===== src/design/fwt_pkg.sv =====
// Package with the shared types and codes of the queue with take by type.
`default_nettype none

package fwt_pkg;

    // Action codes carried by an input item.
    typedef enum logic [2:0] {
        ACT_PUSH  = 3'd0,
        ACT_POP   = 3'd1,
        ACT_TAKE  = 3'd2,
        ACT_PEEK  = 3'd3,
        ACT_CLEAR = 3'd4
    } action_t;

    // Register index of the generic type limit.
    localparam logic REG_GENERIC_LIMIT = 1'b0;

    // One stored entry: handle, type and the block-number-zero flag.
    typedef struct packed {
        logic [15:0] handle;
        logic [7:0]  btype;
        logic        zflag;
    } entry_t;

    // Per-cycle command broadcast to every cell of the chain.
    typedef struct packed {
        logic push;    // write the pushed entry into the cell at the tail
        logic shift;   // every cell takes its right neighbor, head leaves
        logic rotate;  // shift, with the head wrapping to the tail cell
    } cell_ctl_t;

    // Controller states.
    typedef enum logic [1:0] {
        ST_IDLE,
        ST_SCAN,
        ST_DONE
    } fsm_state_t;

endpackage

`default_nettype wire


===== src/design/fifo_with_take_by_type_top.sv =====
// Top level of the bounded item queue with push, pop, peek, clear and take by type.
//
//   Channel   Signals                                          Direction
//   -------   ----------------------------------------------   ---------
//   in        in_valid/in_ready, action, item_handle, ...      sink
//   out       out_valid/out_ready, found, out_handle, ...      source
//   apb       psel, penable, pwrite, paddr, pwdata, prdata     slave
//
// Push, pop, peek, clear: the result register loads in the cycle of acceptance.
// Take by type: in SCAN the chain rotates one place per cycle so every entry
// passes the head cell once; DONE loads the result once the output is free.
// Take on an empty queue skips the scan and loads its result like the others.
// One item is in work at a time; a waiting result stalls the next item only
// when it is still not taken at the cycle its successor would be written.
// Reset clears the entry count, the controller and the limit register.
`default_nettype none

module fifo_with_take_by_type_top
    import fwt_pkg::*;
#(
    parameter int QUEUE_DEPTH = 16
)
(
    input  wire logic        clk,
    input  wire logic        rst_n,

    input  wire logic        in_valid,
    output logic             in_ready,
    input  wire logic [2:0]  action,
    input  wire logic [15:0] item_handle,
    input  wire logic [7:0]  item_type,
    input  wire logic [15:0] block_number,

    output logic             out_valid,
    input  wire logic        out_ready,
    output logic             found,
    output logic [15:0]      out_handle,
    output logic [7:0]       out_type,
    output logic [4:0]       queue_count,
    output logic             overflow,

    input  wire logic        psel,
    input  wire logic        penable,
    input  wire logic        pwrite,
    input  wire logic [2:0]  paddr,
    input  wire logic [31:0] pwdata,
    output logic [31:0]      prdata,
    output logic             pready
);

    localparam int CNT_W = $clog2(QUEUE_DEPTH + 1);
    localparam logic [CNT_W-1:0] FULL_CNT = CNT_W'(QUEUE_DEPTH);
    localparam logic [CNT_W-1:0] ONE_CNT  = CNT_W'(1);

    // Configuration register.
    logic [7:0] limit_reg;

    // Controller and queue bookkeeping.
    fsm_state_t       state_reg, state_next;
    logic [CNT_W-1:0] count_reg;
    logic [CNT_W-1:0] step_reg;
    logic [7:0]       seek_type_reg;
    logic             seek_any_reg;
    logic             hit_reg;
    logic [15:0]      hit_handle_reg;
    logic [7:0]       hit_type_reg;

    // Result register.
    logic             out_valid_reg;
    logic             found_reg;
    logic [15:0]      handle_reg;
    logic [7:0]       type_reg;
    logic [CNT_W-1:0] qcount_reg;
    logic             overflow_reg;

    // Entry chain.
    entry_t    cell_q [QUEUE_DEPTH];
    entry_t    push_entry;
    entry_t    head;
    cell_ctl_t ctl;

    logic    accept;
    logic    out_free;
    logic    match;
    logic    load_out;
    action_t act;
    logic [31:0] qcount_ext;

    assign act      = action_t'(action);
    assign head     = cell_q[0];
    assign out_free = !out_valid_reg || out_ready;
    assign accept   = in_valid && in_ready;

    assign push_entry.handle = item_handle;
    assign push_entry.btype  = item_type;
    assign push_entry.zflag  = (block_number == 16'd0);

    // Head matches the sought type during a scan, first match only.
    assign match = !hit_reg && (head.btype == seek_type_reg) &&
                   (seek_any_reg || head.zflag);

    // The chain of cells, head at index zero.
    for (genvar g = 0; g < QUEUE_DEPTH; g++)
    begin : g_cell
        entry_t right;
        if (g == QUEUE_DEPTH - 1)
        begin : g_last
            assign right = cell_q[0];
        end
        else
        begin : g_mid
            assign right = cell_q[g+1];
        end
        fwt_cell #(
            .IDX   (g),
            .CNT_W (CNT_W)
        ) u_cell (
            .clk         (clk),
            .ctl         (ctl),
            .count       (count_reg),
            .push_entry  (push_entry),
            .right_entry (right),
            .head_entry  (cell_q[0]),
            .entry       (cell_q[g])
        );
    end

    // Next-state logic.
    always_comb
    begin
        state_next = state_reg;
        unique case (state_reg)
            ST_IDLE:
            begin
                if (accept && (act == ACT_TAKE) && (count_reg != '0))
                begin
                    state_next = ST_SCAN;
                end
            end
            ST_SCAN:
            begin
                if (step_reg == ONE_CNT)
                begin
                    state_next = ST_DONE;
                end
            end
            ST_DONE:
            begin
                if (out_free)
                begin
                    state_next = ST_IDLE;
                end
            end
            default:
            begin
                state_next = ST_IDLE;
            end
        endcase
    end

    // Controller outputs: chain commands, input ready and result load.
    always_comb
    begin
        ctl      = '0;
        in_ready = 1'b0;
        load_out = 1'b0;
        unique case (state_reg)
            ST_IDLE:
            begin
                in_ready = out_free;
                if (in_valid && out_free)
                begin
                    if (act == ACT_PUSH)
                    begin
                        ctl.push = (count_reg != FULL_CNT);
                    end
                    if (act == ACT_POP)
                    begin
                        ctl.shift = (count_reg != '0);
                    end
                    load_out = !((act == ACT_TAKE) && (count_reg != '0));
                end
            end
            ST_SCAN:
            begin
                ctl.shift  = match;
                ctl.rotate = !match;
            end
            ST_DONE:
            begin
                load_out = out_free;
            end
            default:
            begin
                ctl = '0;
            end
        endcase
    end

    // Controller and queue registers.
    always_ff @(posedge clk or negedge rst_n)
    begin
        if (!rst_n)
        begin
            state_reg <= ST_IDLE;
            count_reg <= '0;
            step_reg  <= '0;
            hit_reg   <= 1'b0;
        end
        else
        begin
            state_reg <= state_next;
            if (state_reg == ST_IDLE && accept)
            begin
                case (act)
                    ACT_PUSH:
                    begin
                        if (count_reg != FULL_CNT)
                        begin
                            count_reg <= count_reg + ONE_CNT;
                        end
                    end
                    ACT_POP:
                    begin
                        if (count_reg != '0)
                        begin
                            count_reg <= count_reg - ONE_CNT;
                        end
                    end
                    ACT_CLEAR:
                    begin
                        count_reg <= '0;
                    end
                    default:
                    begin
                        count_reg <= count_reg;
                    end
                endcase
                step_reg <= count_reg;
                hit_reg  <= 1'b0;
            end
            else if (state_reg == ST_SCAN)
            begin
                step_reg <= step_reg - ONE_CNT;
                if (match)
                begin
                    hit_reg   <= 1'b1;
                    count_reg <= count_reg - ONE_CNT;
                end
            end
        end
    end

    // Scan payload registers.
    always_ff @(posedge clk)
    begin
        if (state_reg == ST_IDLE && accept)
        begin
            seek_type_reg  <= item_type;
            seek_any_reg   <= (item_type >= limit_reg);
            hit_handle_reg <= '0;
            hit_type_reg   <= '0;
        end
        else if (state_reg == ST_SCAN && match)
        begin
            hit_handle_reg <= head.handle;
            hit_type_reg   <= head.btype;
        end
    end

    // Result valid flag.
    always_ff @(posedge clk or negedge rst_n)
    begin
        if (!rst_n)
        begin
            out_valid_reg <= 1'b0;
        end
        else if (load_out)
        begin
            out_valid_reg <= 1'b1;
        end
        else if (out_ready)
        begin
            out_valid_reg <= 1'b0;
        end
    end

    // Result payload.
    always_ff @(posedge clk)
    begin
        if (load_out)
        begin
            if (state_reg == ST_DONE)
            begin
                found_reg    <= hit_reg;
                handle_reg   <= hit_handle_reg;
                type_reg     <= hit_type_reg;
                qcount_reg   <= count_reg;
                overflow_reg <= 1'b0;
            end
            else
            begin
                found_reg    <= 1'b0;
                handle_reg   <= '0;
                type_reg     <= '0;
                qcount_reg   <= count_reg;
                overflow_reg <= 1'b0;
                case (act)
                    ACT_PUSH:
                    begin
                        if (count_reg == FULL_CNT)
                        begin
                            overflow_reg <= 1'b1;
                        end
                        else
                        begin
                            qcount_reg <= count_reg + ONE_CNT;
                        end
                    end
                    ACT_POP, ACT_PEEK:
                    begin
                        if (count_reg != '0)
                        begin
                            found_reg  <= 1'b1;
                            handle_reg <= head.handle;
                            type_reg   <= head.btype;
                            if (act == ACT_POP)
                            begin
                                qcount_reg <= count_reg - ONE_CNT;
                            end
                        end
                    end
                    ACT_CLEAR:
                    begin
                        qcount_reg <= '0;
                    end
                    default:
                    begin
                        qcount_reg <= count_reg;
                    end
                endcase
            end
        end
    end

    assign qcount_ext  = 32'(qcount_reg);
    assign out_valid   = out_valid_reg;
    assign found       = found_reg;
    assign out_handle  = handle_reg;
    assign out_type    = type_reg;
    assign queue_count = qcount_ext[4:0];
    assign overflow    = overflow_reg;

    // Configuration port.
    always_ff @(posedge clk or negedge rst_n)
    begin
        if (!rst_n)
        begin
            limit_reg <= '0;
        end
        else if (psel && penable && pwrite && pready &&
                 (paddr[2] == REG_GENERIC_LIMIT))
        begin
            limit_reg <= pwdata[7:0];
        end
    end

    assign pready = 1'b1;
    assign prdata = (paddr[2] == REG_GENERIC_LIMIT) ? {24'd0, limit_reg} : 32'd0;

    // The entry count never passes the queue depth.
    a_count_bound: assert property (@(posedge clk) disable iff (!rst_n)
        count_reg <= FULL_CNT)
        else $error("entry count above queue depth");

    // A pop on a non-empty queue removes exactly one entry.
    a_pop_dec: assert property (@(posedge clk) disable iff (!rst_n)
        (accept && (act == ACT_POP) && (count_reg != '0))
        |=> (count_reg == $past(count_reg) - ONE_CNT))
        else $error("pop did not remove one entry");

    // A scan never adds entries.
    a_scan_shrink: assert property (@(posedge clk) disable iff (!rst_n)
        (state_reg == ST_SCAN) |=> (count_reg <= $past(count_reg)))
        else $error("entry count grew during a scan");

    // A result never reports both an entry and a dropped push.
    a_ovf_found: assert property (@(posedge clk) disable iff (!rst_n)
        out_valid_reg |-> !(overflow_reg && found_reg))
        else $error("overflow and found set together");

endmodule

`default_nettype wire


===== src/design/fwt_cell.sv =====
// One cell of the entry chain: holds one entry and moves it toward the head.
`default_nettype none

module fwt_cell
    import fwt_pkg::*;
#(
    parameter int IDX   = 0,
    parameter int CNT_W = 5
)
(
    input  wire logic             clk,
    input  wire cell_ctl_t        ctl,
    input  wire logic [CNT_W-1:0] count,
    input  wire entry_t           push_entry,
    input  wire entry_t           right_entry,
    input  wire entry_t           head_entry,
    output entry_t                entry
);

    localparam logic [CNT_W-1:0] MY_POS  = CNT_W'(IDX);
    localparam logic [CNT_W-1:0] MY_NEXT = CNT_W'(IDX + 1);

    entry_t entry_reg;
    entry_t entry_next;

    // Select what this cell holds after the edge.
    always_comb
    begin
        entry_next = entry_reg;
        if (ctl.push && (count == MY_POS))
        begin
            entry_next = push_entry;
        end
        else if (ctl.shift)
        begin
            entry_next = right_entry;
        end
        else if (ctl.rotate)
        begin
            // The last occupied cell receives the old head.
            entry_next = (count == MY_NEXT) ? head_entry : right_entry;
        end
    end

    // Entry payload carries no reset.
    always_ff @(posedge clk)
    begin
        entry_reg <= entry_next;
    end

    assign entry = entry_reg;

endmodule

`default_nettype wire


===== config.mk =====
export PLATFORM = sky130hd
export DESIGN_NAME = fifo_with_take_by_type_top
export DESIGN_NICKNAME = d
export VERILOG_FILES = /design/src/design/fwt_pkg.sv /design/src/design/fifo_with_take_by_type_top.sv /design/src/design/fwt_cell.sv
export SDC_FILE = /design/constraint.sdc
export NUM_CORES = 1
export LEC_CHECK = 0
export ABC_AREA = 1
export BUFFER_PORTS_ARGS = -buffer_cell sky130_fd_sc_hd__buf_2
export CAP_MARGIN = 20
export CORE_UTILIZATION = 40
export DETAILED_ROUTE_END_ITERATION = 12
export MAX_ROUTING_LAYER = met4
export PLACE_DENSITY_LB_ADDON = 0.08
export SLEW_MARGIN = 20
export SYNTH_ARGS = -nofsm -noshare
export SYNTH_HDL_FRONTEND = slang
export SYNTH_HIERARCHICAL = 1
export SYNTH_SLANG_ARGS = --single-unit

===== constraint.sdc =====
create_clock -name clk -period 8.96 [get_ports clk]
set_clock_uncertainty 0.05 [all_clocks]
set_input_delay 1.344 -clock clk [delete_from_list [all_inputs] [get_ports clk]]
set_output_delay 1.344 -clock clk [all_outputs]
set_load 0.005 [all_outputs]

; ---- Word-level counts from Yosys, hierarchy flattened
; Cells that the tools add are included.
[totals]
input_bits = 85
ff_bits = 486
elab_cells = 270
[classes]
muxes = 105
n_reduce_logical = 64
eq_ne = 32
bitwise_logic = 2
magnitude_cmp = 1
n_addsub = 3
[op_table]
columns = operator, n
row1 = $mux W25, 63
row2 = $mux W5, 11
row3 = $mux W16, 3
row4 = $reduce_bool A3 Y1, 16
row5 = $eq A5 B4 Y1 const B, 8
row6 = $mux W8, 4
row7 = $pmux W5 S3, 2
row8 = $logic_and A1 B1 Y1, 28
row9 = $eq A5 B3 Y1 const B, 4
row10 = $logic_not A16 Y1, 1
row11 = $mux W1, 15
row12 = $eq A5 B1 Y1 const B, 2
row13 = $eq A5 B2 Y1 const B, 2
row14 = $sub A5 B1 Y5 const B, 2
row15 = $eq A8 B8 Y1, 1
row16 = $ge A8 B8 Y1, 1
row17 = $mux W2, 4
row18 = $eq A3 B2 Y1 const B, 2
row19 = $ne A2 B2 Y1 const B, 3
row20 = $ne A3 B3 Y1 const B, 2
row21 = $pmux W2 S3, 1
row22 = $reduce_bool A2 Y1, 3
row23 = $add A5 B1 Y5 const B, 1
row24 = $eq A5 B5 Y1 const B, 1
row25 = other kinds (19), 27

; ---- Depth between registers and ports, before layout
; Gate-level depths: netlist of run 1.
[logic_depth]
ltp_word = 8
mapped_depth = 14

; ---- Hierarchy
; Netlist of run 1, hierarchy kept.
[modules_own_cells]
columns = mod, cells_per_inst, area_per_inst_um2, seq_area_each_um2, instances
row1 = fwt_cell at g_cell[10].u_cell ..., 229, 1667.8, 750.7, 3
row2 = fifo_with_take_by_type_top, 575, 4689.5, 2232.1, 1
row3 = fwt_cell at g_cell[4].u_cell ..., 228, 1685.4, 750.7, 2
row4 = fwt_cell at g_cell[5].u_cell ..., 228, 1675.4, 750.7, 2
row5 = fwt_cell at g_cell[3].u_cell, 227, 1883.1, 750.7, 1
row6 = fwt_cell at g_cell[15].u_cell, 232, 1788.0, 750.7, 1
row7 = fwt_cell at g_cell[13].u_cell, 229, 1767.9, 750.7, 1
row8 = fwt_cell at g_cell[11].u_cell, 228, 1751.7, 750.7, 1
row9 = fwt_cell at g_cell[12].u_cell, 227, 1732.9, 750.7, 1
row10 = fwt_cell at g_cell[7].u_cell, 228, 1729.2, 750.7, 1
row11 = fwt_cell at g_cell[1].u_cell, 225, 1689.1, 750.7, 1
row12 = fwt_cell at g_cell[0].u_cell, 224, 1670.4, 750.7, 1
row13 = fwt_cell at g_cell[14].u_cell, 228, 1649.1, 750.7, 1

; ---- Least setup slack after synthesis of run 1
; No wires, ideal clock.
[synth_path]
path_type = flip-flop to flip-flop
start = register count_reg[0]
end = register g_cell[15].u_cell.entry_reg, in the netlist g_cell[15].u_cell/entry[0], enable pin
setup_ps = 387
stages_incl_launch_ff = 9
period_less_slack_ps = 7770
t_arrival_ps = 7333
setup_slack_ps = 1190
path_cell_list = dfrtp_1 -> inv_1 -> ha_1 -> nand2_1 -> nor2_2 -> nand2_2 -> nand2_2 -> o21ai_0 -> nand3b_1
[synth_lines]
columns = element, line
row1 = "start, declared", fifo_with_take_by_type_top.sv:60  ; logic [CNT_W-1:0] count_reg;
row2 = "start signal, assigned", fifo_with_take_by_type_top.sv:220  ; count_reg <= count_reg + ONE_CNT;
row3 = "start signal, assigned", fifo_with_take_by_type_top.sv:227  ; count_reg <= count_reg - ONE_CNT;
row4 = "start signal, assigned", fifo_with_take_by_type_top.sv:236  ; count_reg <= count_reg;
row5 = "end signal, assigned", fwt_cell.sv:48  ; entry_reg <= entry_next;
row6 = "end, declared", fwt_cell.sv:23  ; entry_t entry_reg;

==> results of run 1 <==
-- critical path, cell delays in order, from the launching register on --
cell	delay, ns
edfxtp_1	1.08
nor2_1	0.11
nor2_1	0.16
nand3_1	0.13
nor2_4	0.11
buf_4	0.31
nand3_4	0.43
o21ai_4	0.16
buf_4	0.59
nor2_4	0.31
nand3_4	0.39
nand2_1	0.09
nand3_1	0.08
nand2_1	0.11
-- metal layers --
metal,routed length (um),GRT usage [%],part of all wire (%),vias to the layer above
met3,5780,3.62,5.7,126
li1,-,-,-,13500
met2,48800,41.6,48,737
met1,46000,34.4,45,13100
met5,0,-,0,-
met4,1750,5.17,1.7,0
-- final cells by class --
type,count,area [um2],area share (%)
multi-input combinational,2522,12600,36.3
sequential,486,14200,41.0
tap,1050,1310,3.78
clock inverter,31,224,0.644
clock buffer,80,1660,4.76
timing repair buffer,165,1010,2.91
inverter,988,3720,10.7
-- power by group through the flow --
stage / Combinational (W) / Sequential (W) / Clock [W]
finish: 0.00466 / 0.00396 / 0.00237
global route: 0.00521 / 0.00403 / 0.00252
CTS: 0.00462 / 0.00398 / 0.00244
detailed placement: 0.00461 / 0.00402 / 0
global placement: 0.00458 / 0.00402 / 0
floorplan: 0.00308 / 0.00412 / 0
-- cell usage in the layout, fill, tap and decap left out, types with 6 or more instances in the layout --
cell       netlist  routed
o21ai_0         12      10
nand2_1       1032    1023
clkbuf_1        11      13
o22ai_1         28      28
clkbuf_16        0      61
a21oi_1         15      14
nor2_4          41      46
clkinv_2         2      13
clkinv_1         0      13
nor2_2          23      20
ha_1            13      13
nand3_4         19      19
conb_1           2      25
nand4_1        202     202
edfxtp_1       440     440
nand2_2         41      50
clkbuf_8         0       6
buf_2          150      99
nand3_2         28      28
nor2_1          83      81
dfxtp_1         24      24
inv_1          959     959
nand3_1        917     917
buf_4           30      63
dfrtp_1         22      18
inv_2           25      25
-- logic make-up (layout without fill, tap and decap cells) --
| kind of cell | Yosys count | count (layout) | synth area share (%) |
|---|---|---|---|
| compound gates | 67 | 67 | 1.28 |
| flops | 486 | 486 | 44.4 |
| other cells | 2 | 25 | 0.0234 |
| buf+inv | 1237 | 1264 | 16.8 |
| fa+ha+maj | 13 | 13 | 0.507 |
| xor+xnor | 9 | 9 | 0.246 |
| simple gates | 2408 | 2408 | 36.8 |
-- how the worst max path moves through the flow --
stage	from	end	cells after the start
after floorplan	count_reg[0]	g_cell[15].u_cell/entry[0]	8
after global placement	action[1]	g_cell[13].u_cell/entry[2]	10
after detailed placement	action[1]	g_cell[13].u_cell/entry[2]	10
after CTS	g_cell[0].u_cell/entry[0]	g_cell[1].u_cell/entry[21]	10
after global routing	g_cell[0].u_cell/entry[0]	g_cell[8].u_cell/entry[14]	10
final	g_cell[0].u_cell/entry[0]	g_cell[9].u_cell/entry[21]	13
-- per-stage QoR --
stage	worst slack (ns)	power (W)	std cells	area, um2	utilization [%]
final	4.44	0.0110	5322	34800	44.0
after global routing	4.06	0.0118	5322	34800	44.0
after CTS	4.32	0.0110	5319	34700	43.9
after detailed placement	3.84	0.00863	5208	32800	41.5
after global placement	3.88	0.00860	5208	32800	41.5
after floorplan	1.19	0.00721	4245	32200	-
==> run summary, run 1 <==
Summed over all layers, the global routing overflow is 0. The start point of the worst hold path was hit_type_reg[5]. After filler insertion, the fill cell instance count of the layout stands at 8149.

The run gives 0.00480 W as the net switching component of the power. The net count of the finished layout is 4321. In this run the register-to-register setup slack is 4.44 ns. The most repeated cell in the gate-level netlist after synthesis was nand2_1. The post-layout minimum cycle time was 4.52 ns; the average detailed-routed wire length per instance was 19.2 um. Worst hold path class: reg -> reg. After layout, the worst path uses 50.4% of the clock period. In this run the worst path has a maximum fanout of 32.

Setup violations remaining at the end of the flow were counted as 0. For this block, the via count after detailed routing is 27500. Routability-driven placement finished with a final weighted congestion of 0.798.

The path with the worst hold slack has its endpoint at hit_type_reg[5]. Once the clock tree was built, the setup fixing pass inserted 0 buffers. The worst supply voltage drop on vdd was 0.000149 V; the global-route wire length before repair was 157 mm.

Synthesis produced a netlist whose cell count is 4222. From synthesis to final layout, the design area changed by 8.47%. The count of final hold-check violations was 0. By count the netlist is led by nand2_1 (1032), inv_1 (959), nand3_1 (917).

In this run the core area contains 103 standard-cell rows. The die is 285 um tall. Counting flops with a built-in enable in the synthesized netlist gives 440. For the DRC violation count after routing, the log shows 0. For the standard cell core area, the log shows 79100 um2. The worst-case reg-to-reg path depth was 13; the number of sinks driven by the clock tree was 486. The reg-to-reg critical path endpoint is g_cell[9].u_cell/entry[21]. The flow ran to the end, and the final reports show no timing, DRC or antenna violations.

In this run the number of H-tree levels came out at 2. The number of buffers inserted by port buffering is 99. The tools report the total global-route track usage as 25.7%. Sequential elements use 44.4% of the synthesized area.

At the worst endpoint, the required time is 9.28 ns. The clock network burns 21.6% of the power. After synthesis, the cell types taking the most area are edfxtp_1 (41%), nand3_1 (14%), nand2_1 (12%), inv_1 (11%), nand4_1 (3.9%).

For the pin with the worst max-slew slack, the measured transition is 1.16 ns. Clock insertion delay at the later pin of the skew report: 0.66 ns. After legalization and detailed placement, the total HPWL measured 62.2 mm.

Via count of the first global-routing pass: 25600. Dividing the detail-routed via count by the number of cells gives 5.16. The yosys synthesis warning count was 6; the number of flip-flops under the largest register name was 400. For this run, the detailed router's first-pass iteration total came to 6. Power per unit of standard cell area: 316 nW/um2.

The clock tree root driver cell is clkbuf_16. Pin placement for this block handled 151 I/O pins. The proportion of power drawn by flip-flops and latches is 36.0%. Averaged over all synthesized cells, the footprint is 7.60 um2.

The logs give 60 for the number of CTS-inserted buffers and 0 for the number of buffers inserted for hold repair after clock tree synthesis. Headroom to the max-slew limit came out at 22.8%. The die covers 81300 um2. The flip-flop and latch count after synthesis came out at 486. The number of different library cells used by synthesis comes to 47. The cell depth of the worst min-delay path is 4, and the antenna diode count is 0. The run gives 0 ns as the sum of negative setup slack.

After detailed routing, the total wire length is 102 mm. Clock-pin slew was measured on the worst setup and hold paths at 0.06 ns. Based on the critical path, the design can be clocked at up to 0.221 GHz. In this run the cell area of the synthesized design comes to 32100 um2.

For the part of the power in combinational logic, the log shows 42.4%. Max-cap violations in this run came to 0. TritonCTS built the clock tree.

Setup repair after global routing left no endpoint under its margin. The tools report the endpoint kind of the worst setup timing path as a flop. The analysis attributes to cell leakage a power of 17.6 nW. At the worst endpoint, the arrival time is 4.84 ns.

For the internal power consumption, the log shows 0.00619 W. Post-CTS repair changed the size of 0 cells. In this run the remaining antenna-violating nets after routing total 0.

From left edge to right edge, the die measures 285 um. The startpoint of the worst-slack reg-to-reg timing path is g_cell[0].u_cell/entry[0]. Net switching is 43.7% of the power. The tools report the number of antenna violations at the first check in global routing as 1.

The worst setup path is of the reg -> reg kind. The synthesized design spends more area on one cell type than any other, namely edfxtp_1. For the pin count of the biggest net entering global routing, the log shows 52. The clock passes through at most 3 buffers. The proportion of layout cells with a drive suffix above 1 was 10.9%. The most used flip-flop cell after synthesis was edfxtp_1. The tools report the category of the worst setup path launch point as a flop. The initial core utilization was 40.5%. The final-layout worst hold slack was 0.467 ns; the number of pins exceeding their max-slew limit in the final report was 0. After synthesis, the share of flip-flops with an asynchronous set or reset is 4.53%. After the first detailed-routing iteration, the DRC count stood at 2169. The top-area cell type share of the netlist area works out to 41.2%.
(Power assumes the default switching activity.)
==> run 2, diff against run 1 <==
==> constraint.sdc (replaced) <==
create_clock -name clk -period 3.7 [get_ports clk]
set_clock_uncertainty 0.05 [all_clocks]
set_input_delay 0.555 -clock clk [delete_from_list [all_inputs] [get_ports clk]]
set_output_delay 0.555 -clock clk [all_outputs]
set_load 0.005 [all_outputs]
==> run 2 against run 1 <==
  * Worst hold slack worse by 0.37 ns
  * Critical path depth up 2
  * Sequential share of layout area down 0.46 points
  * Non-clock buffer count up 48
  * Wire length up 4.1%
  * Via count up 1.1%
  * Maximum frequency up 49%
==> run summary, run 2 (same netlist as run 1, synthesis figures left out) <==
The flow ran to the end, and the final reports show no timing, DRC or antenna violations. Met3 routed wirelength: 6.72 mm (was 5.78 mm). The run gives 27700 (was 27500) as the overall via count from detail_route.

The average detailed-routed wire length per instance came out at 19.8 um (was 19.2 um). The run gives 79100 um2 (unchanged) as the standard cell core area. Worst-path cell chain: inv_1 -> ha_1 -> nand2_1 -> nor2_2 -> nand2_1 -> nand2_1 -> nor2_4 -> buf_12 -> inv_1 -> nor2_1 -> nand3_4 -> buf_4 -> clkinv_2 -> nand2_1 -> nand2_1 (was nor2_1 -> nor2_1 -> nand3_1 -> nor2_4 -> buf_4 -> nand3_4 -> o21ai_4 -> buf_4 -> nor2_4 -> nand3_4 -> nand2_1 -> nand3_1 -> nand2_1).

The ratio of final minimum period to clock period is 82.2% (was 50.4%), and the number of DRC markers in iteration 0 is 2365 (was 2169). The worst stage delay on the critical path is 0.47 ns (was 1.08 ns). The reg-to-reg critical path endpoint is g_cell[0].u_cell/entry[10] (was g_cell[9].u_cell/entry[21]).

The routed via count divided by cell count works out to 5.17 (was 5.16). The maximum buffer depth of the clock tree came out at 3 (unchanged). The number of max-cap violations came out at 0 (unchanged). The critical path class was reg -> reg (unchanged). The setup slack of the most critical reg-to-reg path came out at 0.66 ns (was 4.44 ns). The biggest fanout along the worst timing path was 42 (was 32).

The cell seen most often among critical-path stages is nand2_1. The launching element of the worst setup path was count_reg[1] (was g_cell[0].u_cell/entry[0]). For the fill cell total of the finished layout, the log shows 8175 (was 8149). Register clock-pin slew on the reported worst setup and hold paths: 0.06 ns (about the same). Clock tree root driver cell: clkbuf_16 (unchanged). The run gives 81300 um2 (unchanged) as the area enclosed by the die boundary.

The clock insertion delay at the later pin of the skew report came out at 0.65 ns (was 0.66 ns). The power per unit of standard cell area came out at 770 nW/um2 (was 316 nW/um2). The number of flip-flops under the largest register name was 400 (unchanged); the critical path data required time was 4.06 ns (was 9.28 ns).

The number of buffers inserted by port buffering was 99 (unchanged). The run gives 0 (unchanged) as the remaining antenna violation count. The total number of H-tree levels came out at 2 (unchanged). The number of detailed-route iterations in the first pass was 6 (unchanged); the sum of negative setup slack was 0 ns (unchanged). For the number of pins exceeding their max-slew limit in the final report, the log shows 0 (unchanged). Met2 wirelength from detailed routing: 48.8 mm (about the same). Critical path's slowest cell: dfrtp_4 (was edfxtp_1). Most common cell after layout, fill and taps aside: nand2_1 (unchanged). The logic depth of the worst setup path including buffers came out at 15 (was 13).

The post-layout minimum cycle time is 3.04 ns (was 4.52 ns). The capture point of the critical path was g_cell[0].u_cell/entry[10] (was g_cell[9].u_cell/entry[21]). The proportion of layout cells with a drive suffix above 1 was 11.7% (was 10.9%); the standby leakage power was 17.8 nW (was 17.6 nW). The tools report the startpoint of the worst-slack reg-to-reg timing path as count_reg[1] (was g_cell[0].u_cell/entry[0]). The relative slew slack was 24.0% (was 22.8%). Endpoint kind of the worst setup timing path: a flop (unchanged). The run gives 4367 (was 4321) as the total number of nets in the final design.

The run gives 2 (was 1) as the number of antenna violations at the first check in global routing. The initial core utilization is 40.5% (unchanged). For the routability congestion estimate from global placement, the log shows 0.841 (was 0.798). The run gives 0.000416 V (was 0.000149 V) as the worst supply voltage drop on vdd. Setup repair after global routing left no endpoint under its margin. The floorplan die height came out at 285 um (unchanged). The chip width is 285 um (unchanged), and the maximum frequency from static timing analysis is 0.329 GHz (was 0.221 GHz).

The pin count of the biggest net entering global routing was 51 (was 52). For the placement row count, the log shows 103 (unchanged). The logs give 0 (unchanged) for the DRC violation count after routing and 58 (was 60) for the number of CTS-inserted buffers. The sum of buffers and inverters on the critical path is 5 (was 2).

Gate family responsible for the most delay along the worst path: simple AND/OR/NAND/NOR gates (unchanged). The slew at the pin with the worst max-slew slack was 1.14 ns (was 1.16 ns); the setup-violating endpoint count in the final report was 0 (unchanged). The tools report the total global-route track usage as 26.8% (was 25.7%). The worst hold path class was in -> reg (was reg -> reg). For the data arrival time at the worst-slack endpoint, the log shows 3.40 ns (was 4.84 ns). The signed area change from the synthesized netlist to the final layout was 9.75% (was 8.47%); the wire length on met1 was 48.2 mm (was 46.0 mm). The sum of routed wire length over all layers came out at 106 mm (was 102 mm).

Number of sinks driven by the clock tree: 486 (unchanged). The logs give 0 (unchanged) for the count of final hold-check violations and 44.5% (was 44.0%) for the utilization after layout. The leftover overflow at the end of global routing is 0 (unchanged). Via count of the first global-routing pass: 25900 (was 25600). The number of primary I/O pins was 151 (unchanged); the half-perimeter wire length after placement was 66.8 mm (was 62.2 mm). The category of the worst setup path launch point was a flop (unchanged).

For the global-route wire length before repair, the log shows 162 mm (was 157 mm). The highest routed metal layer was met4 (unchanged). TritonCTS built the clock tree. The worst-case reg-to-reg path depth came out at 15 (was 13). Most frequent cells in the layout: nand2_1 (1032), inv_1 (958), nand3_1 (917) (was nand2_1 (1023), inv_1 (959), nand3_1 (917)). The buffers inserted during post-CTS setup optimization came out at 0 (unchanged).
## run 2: worst min-delay path by stage
stage / startpoint / endpoint / cells past startpoint
6_report: pwdata[6] / limit_reg[6] / 3
3_5_place_dp: hit_handle_reg[10] / hit_handle_reg[10] / 4
5_1_grt: pwdata[6] / limit_reg[6] / 3
2_1_floorplan: rst_n / count_reg[2] / 0
4_1_cts: pwdata[6] / limit_reg[6] / 3
3_3_place_gp: hit_type_reg[5] / hit_type_reg[5] / 4
## run 2: through the flow
| step | hold WS (ns) | cells | instance area, um2 | setup slack (ns) | power [W] |
|---|---|---|---|---|---|
| 2_1_floorplan | 0.209 | 4245 | 32200 | 0.000957 | 0.0174 |
| 3_3_place_gp | 0.452 | 5258 | 33200 | 0.568 | 0.0212 |
| 3_5_place_dp | 0.457 | 5258 | 33200 | 0.593 | 0.0212 |
| 4_1_cts | 0.0678 | 5368 | 35200 | 0.666 | 0.0272 |
| 5_1_grt | 0.0976 | 5368 | 35200 | 0.397 | 0.0289 |
| 6_report | 0.0970 | 5369 | 35200 | 0.660 | 0.0271 |
## run 2: layer usage
metal | global-route usage, % | vias up
li1 | - | 13600
met1 | 36.8 | 13200
met2 | 41.9 | 810
met3 | 3.26 | 143
met4 | 6.54 | 0
met5 | - | -
## run 2: layout make-up
class                           instances  area (um2)  area share (%)
Clock buffer                           82        1670            4.73
Multi-Input combinational cell       2522       12600            35.8
Clock inverter                         27         275           0.782
Antenna cell                            1        2.50         0.00711
Timing Repair Buffer                  213        1380            3.92
Sequential cell                       486       14300            40.5
Tap cell                             1050        1310            3.73
Inverter                              988        3720            10.6
## run 2: what timing repair did
item	CTS	global route
hold endpoints to repair	22	0
hold buffers	1	0
gates resized for setup	0	0
## run 2: where the power goes
| group | total, W | internal, W | switching, W |
|---|---|---|---|
| Clock | 0.00590 | 0.00343 | 0.00247 |
| Sequential | 0.00962 | 0.00889 | 0.000725 |
| Combinational | 0.0116 | 0.00300 | 0.00858 |
| Total | 0.0271 | 0.0153 | 0.0118 |
## run 2: worst register-to-register path: cells and delay by family (launching register included)
kind	cells	cell delay, ns
flops	1	0.47
simple gates	9	1.07
fa+ha+maj	1	0.21
buf+inv	5	0.99
